`config.mk`:
```
export PLATFORM = sky130hd
export DESIGN_NAME = bnu_obuf
export DESIGN_NICKNAME = d
export VERILOG_FILES = /design/src/hdl/bnu_pkg.sv /design/src/hdl/bnu_obuf.sv
export SDC_FILE = /design/constraint.sdc
export NUM_CORES = 1
export LEC_CHECK = 0
export CORE_UTILIZATION = 65
export DETAILED_ROUTE_END_ITERATION = 8
export DONT_BUFFER_PORTS = 1
export GPL_TIMING_DRIVEN = 0
export PLACE_DENSITY_LB_ADDON = 0.3
export SYNTH_ARGS = -nofsm -noshare
export SYNTH_HDL_FRONTEND = slang
export SYNTH_SLANG_ARGS = --single-unit
export TNS_END_PERCENT = 100
```
`constraint.sdc`:
```
create_clock -name clk -period 21.7 [get_ports clk]
set_input_delay 0 -clock clk [delete_from_list [all_inputs] [get_ports clk]]
set_output_delay 0 -clock clk [all_outputs]
set_load 0.05 [all_outputs]
```
`src/hdl/bnu_pkg.sv`:
```
// Shared widths, pipeline payload types and the weight saturation helper
// for the barycentric/normal unit. No dependencies.
package bnu_pkg;

	localparam int CoordBits = 16;
	localparam int FracBits  = 16;
	localparam int NumCoords = 12;

	localparam int EW    = CoordBits + 1;      // edge component
	localparam int PW    = 2 * EW;             // edge product
	localparam int DotW  = PW + 2;             // sum of three products
	localparam int BW    = 2 * DotW;           // product of two dot products
	localparam int DenW  = BW - 3;             // Gram determinant, never negative
	localparam int NumW  = BW - 2;             // signed weight numerator
	localparam int QW    = NumW + FracBits;    // scaled magnitude and quotient
	localparam int VW    = QW + 1;             // signed quotient
	localparam int UW    = QW + 3;             // one minus two quotients
	localparam int OW    = 24;                 // weight output
	localparam int NW    = PW;                 // normal component
	localparam int InW   = NumCoords * CoordBits;
	localparam int OutDW = ((3 * OW + 3 * NW + 7) / 8) * 8;

	typedef struct packed {
		logic            valid;
		logic            degen;
		logic            neg_v;
		logic            neg_w;
		logic [NW-1:0]   nx;
		logic [NW-1:0]   ny;
		logic [NW-1:0]   nz;
	} side_t;

	typedef struct packed {
		side_t           side;
		logic [QW-1:0]   num_v;
		logic [QW-1:0]   num_w;
		logic [DenW-1:0] den;
	} front_t;

	typedef struct packed {
		logic            degen;
		logic [NW-1:0]   nz;
		logic [NW-1:0]   ny;
		logic [NW-1:0]   nx;
		logic [OW-1:0]   w;
		logic [OW-1:0]   v;
		logic [OW-1:0]   u;
	} res_t;

	function automatic logic [OW-1:0] sat_w(input logic [UW-1:0] x);
		logic [OW-1:0] r;
		if (x[UW-1:OW-1] == '0 || x[UW-1:OW-1] == '1) begin
			r = x[OW-1:0];
		end else if (x[UW-1]) begin
			r = {1'b1, {(OW-1){1'b0}}};
		end else begin
			r = {1'b0, {(OW-1){1'b1}}};
		end
		return r;
	endfunction

endpackage

```
`src/hdl/bnu_obuf.sv`:
```
// Two-entry output buffer that decouples the pipeline advance from the
// downstream ready. Uses bnu_pkg::res_t.
module bnu_obuf (
	input  logic          clk,
	input  logic          arst_n,
	input  logic          push,
	input  bnu_pkg::res_t wdata,
	output logic          full,
	output logic          valid,
	output bnu_pkg::res_t rdata,
	input  logic          pop
);
	bnu_pkg::res_t mem_q [2];
	logic [1:0]    count_q;
	logic          wr_q, rd_q;

	always_ff @(posedge clk or negedge arst_n) begin
		if (!arst_n) begin
			count_q <= 2'd0;
			wr_q    <= 1'b0;
			rd_q    <= 1'b0;
		end else begin
			if (push) begin
				wr_q <= ~wr_q;
			end
			if (pop) begin
				rd_q <= ~rd_q;
			end
			if (push && !pop) begin
				count_q <= count_q + 2'd1;
			end else if (pop && !push) begin
				count_q <= count_q - 2'd1;
			end
		end
	end

	always_ff @(posedge clk) begin
		if (push) begin
			mem_q[wr_q] <= wdata;
		end
	end

	assign full  = (count_q == 2'd2);
	assign valid = (count_q != 2'd0);
	assign rdata = mem_q[rd_q];

endmodule

```
==> impl_metrics.csv <==
group,metric,value,unit
place,port_buffers,0,
floorplanning,coreArea,0.0202,mm2
drt,via_per_inst,5.85,
global_routing,grt_first_pass_wirelength,43300,um
timing,finalSetupViolCount,0,
cts,clk_latency,0.50,ns
global_routing,globalRouteOverflowTotal,0,
drt,top_layer,"met4",
synthesis,ys_ff_latch,354,
synthesis,synth_compound_area_share,0,%
place,place_inst,838,
power,p_total,2.65,mW
synthesis,synth_top_family_by_area,"multiplexers",
cts,cts_buffer_depth,3,
floorplanning,die_w,146,um
synthesis,yosysWarnings,0,
floorplanning,boundaryPins,356,
power,leakage,6.17,nW
cts,clk_pin_slew,0.07,ns
timing,slew_violations,0,
synthesis,synthArstFlopShare,1.13,%
synthesis,synth-edff-count,350,
global_routing,antenna_found_initial,2,
cells_and_area,fin_cells,1082,
global_routing,grt_max_degree,63,
critical_path,cp_data_required_time,21.87,ns
critical_path,path_max_fanout,62,
cells_and_area,drive_gt1_share,31.4,%
cts,clock-root-buffer,"clkbuf_16",
synthesis,synth_top_cell_by_area,"edfxtp_1",
global_routing,grt_pass1_vias,6970,
place,routabilityCongestion,0.748,
critical_path,cp_slowest_cell,"and2_4",
critical_path,crit_top_cell,"buf_16",
drt,drcViolationCount,0,
timing,rsz0062_at_grt,"no",
timing,period_minus_slack,2.22,ns
synthesis,syn_area_per_cell,23.9,um2
drt,wl_met2,16000,um
synthesis,synth_commonest_cells,"edfxtp_1 (350), mux2_4 (140), mux2_2 (35)",
cts,ctsResizeCount,0,
critical_path,r2r_slack,19.48,ns
synthesis,synth.cell_area,0.0134,mm2
drt,wl_met3,2390,um
critical_path,crit_cells,3,
drt,wl_met1,9770,um
hold_path,hp-start,"push",
synthesis,ys_top_cells_by_area,"edfxtp_1 (78%), mux2_4 (16%), mux2_2 (2.9%)",
floorplanning,die_area,0.0212,mm2
synthesis,ys_types,14,
global_routing,track_usage,28.2,%
synthesis,syn_inst,561,
drt,ant_nets,0,
timing,fin_skew,0.0117,ns
critical_path,arrival,2.39,ns
cells_and_area,finalNetCount,964,
cts,cts_buffers,35,
synthesis,synth_fp_nets,741,
critical_path,crit_family,"simple AND/OR/NAND/NOR gates",
power,power_density,157,mW/mm2
synthesis,synthMuxAreaShare,18.6,%
critical_path,path_cells,"and2_4, buf_16, buf_16",
hold_path,min_path_type,"in -> reg",
timing,fin_setup_tns,0,ns
drt,wirelength,29400,um
critical_path,critPathCaptureType,"flop",
run_status,status,"completed",
timing,worst_slack,19.48,ns
floorplanning,die_h,146,um
drt,first_pass_iters,5,
run,maxCapViolCount,0,
drt,drtIter0Drc,338,
critical_path,r2r-end,"mem_q[1][87]",
timing,final_hold_viol_count,0,
floorplanning,start_util,66.2,%
power,vdd.ir_drop.worst,94.9,uV
drt,avgRoutedWirePerCell,27.2,um
synthesis,yosysMostFrequentCell,"edfxtp_1",
synthesis,ys.flop_type,"edfxtp_1",
timing,finalCritPeriodShare,10.3,%
hold_path,min_to,"mem_q[1][163]",
cts,cts_sinks,354,
synthesis,yosys.area_share.simple,0.215,%
critical_path,ff2ff_path_depth,3,
synthesis,yosys.area_share.adder,0.0934,%
synthesis,synth-xor-area-share,0.327,%
place,dp_hpwl,16900,um
cts,cts_tree,"built",
hold_path,worstHoldPathCells,1,
synthesis,netlist.area_leader.share,78.4,%
timing,max_freq,0.449,GHz
critical_path,r2r-start,"wr_q",
synthesis,ys_seq_area_share,79.2,%
critical_path,worst-path-buf-inv,2,
floorplanning,num_rows,52,
drt,dr_total_vias,6328,
critical_path,max_stage_delay,0.75,ns
cells_and_area,synthToLayoutAreaGrowth,25.9,%
place,place_ws,19.46,ns
cts,htree_levels,2,
critical_path,start_kind,"flop",
critical_path,crit_type,"reg -> reg",
timing,worstMarginPinSlew,1.03,ns
timing,relSlewSlack,31.2,%
## registers in the layout, indices dropped and copies added, names as in the netlist
register  flops
mem_q       350
count_q       2
rd_q          1
wr_q          1
## placed cells by master, fill, tap and decap left out, drive strengths merged
cell,count
clkinvlp,1
buf,27
clkbuf,47
ha,1
edfxtp,350
bufinv,5
inv,1
clkinv,9
dlygate4sd3,179
nor2,1
xor2,4
diode,3
and2,1
xnor2,1
dfrtp,4
nor2b,2
or2,1
mux2,175
## repair_timing
item | 4_1_cts | 5_1_grt
hold endpoints to repair | 383 | 0
hold buffers | 179 | 0
setup buffers | 0 | 0
## per-layer routing
layer / track usage (%) / up-vias
met2: 51.9 / 371
li1: - / 2680
met3: 7.81 / 71
met5: 0 / -
met4: 12.4 / 0
met1: 30.2 / 3206
## final cells by class
type	instances	area [um2]
well taps	270	338
multi-input cells	186	2590
clock buffers	47	963
diodes	3	7.51
repair buffers	186	1950
clock inverters	15	199
fillers	857	3360
inverters	1	3.75
flip-flops and latches	354	10600
plain buffers	20	206
## worst max-delay path by stage
stage / from / end / slack, ns
detailed placement: wr_q / mem_q[1][82] / 19.46
global placement: wr_q / mem_q[0][103] / 9.73
floorplan: wr_q / mem_q[0][0] / 12.84
CTS: wr_q / mem_q[1][155] / 19.43
global route: wr_q / mem_q[1][127] / 19.35
finish: wr_q / mem_q[1][87] / 19.48
## worst reg2reg max path, stage by stage, from the launching register on
cell	delay, ns
dfrtp_1	0.42
and2_4	0.75
buf_16	0.38
buf_16	0.32
## stage by stage
step	hold WS, ns	util, %	area, um2
floorplan	-0.296	-	13400
detailed placement	-0.295	68.8	13900
finish	0.143	83.4	16900
global route	0.143	83.4	16900
global placement	-0.295	67.9	13700
CTS	0.129	83.4	16900
## kinds of logic (layout without fill, tap and decap cells)
group | after synthesis | in the layout
flip-flops | 354 | 354
multiplexers | 175 | 175
buffers and inverters | 21 | 269
XOR/XNOR | 5 | 5
AND/OR/NAND/NOR | 5 | 5
adder cells (fa/ha/maj) | 1 | 1
other | 0 | 3
## where the power goes
part	leakage [nW]	switching (mW)	internal, mW
Combinational	2.27	0.769	0.312
Clock	0.567	0.243	0.372
Sequential	3.33	0.0420	0.907
Total	6.17	1.05	1.59
(Power assumes the default switching activity.)
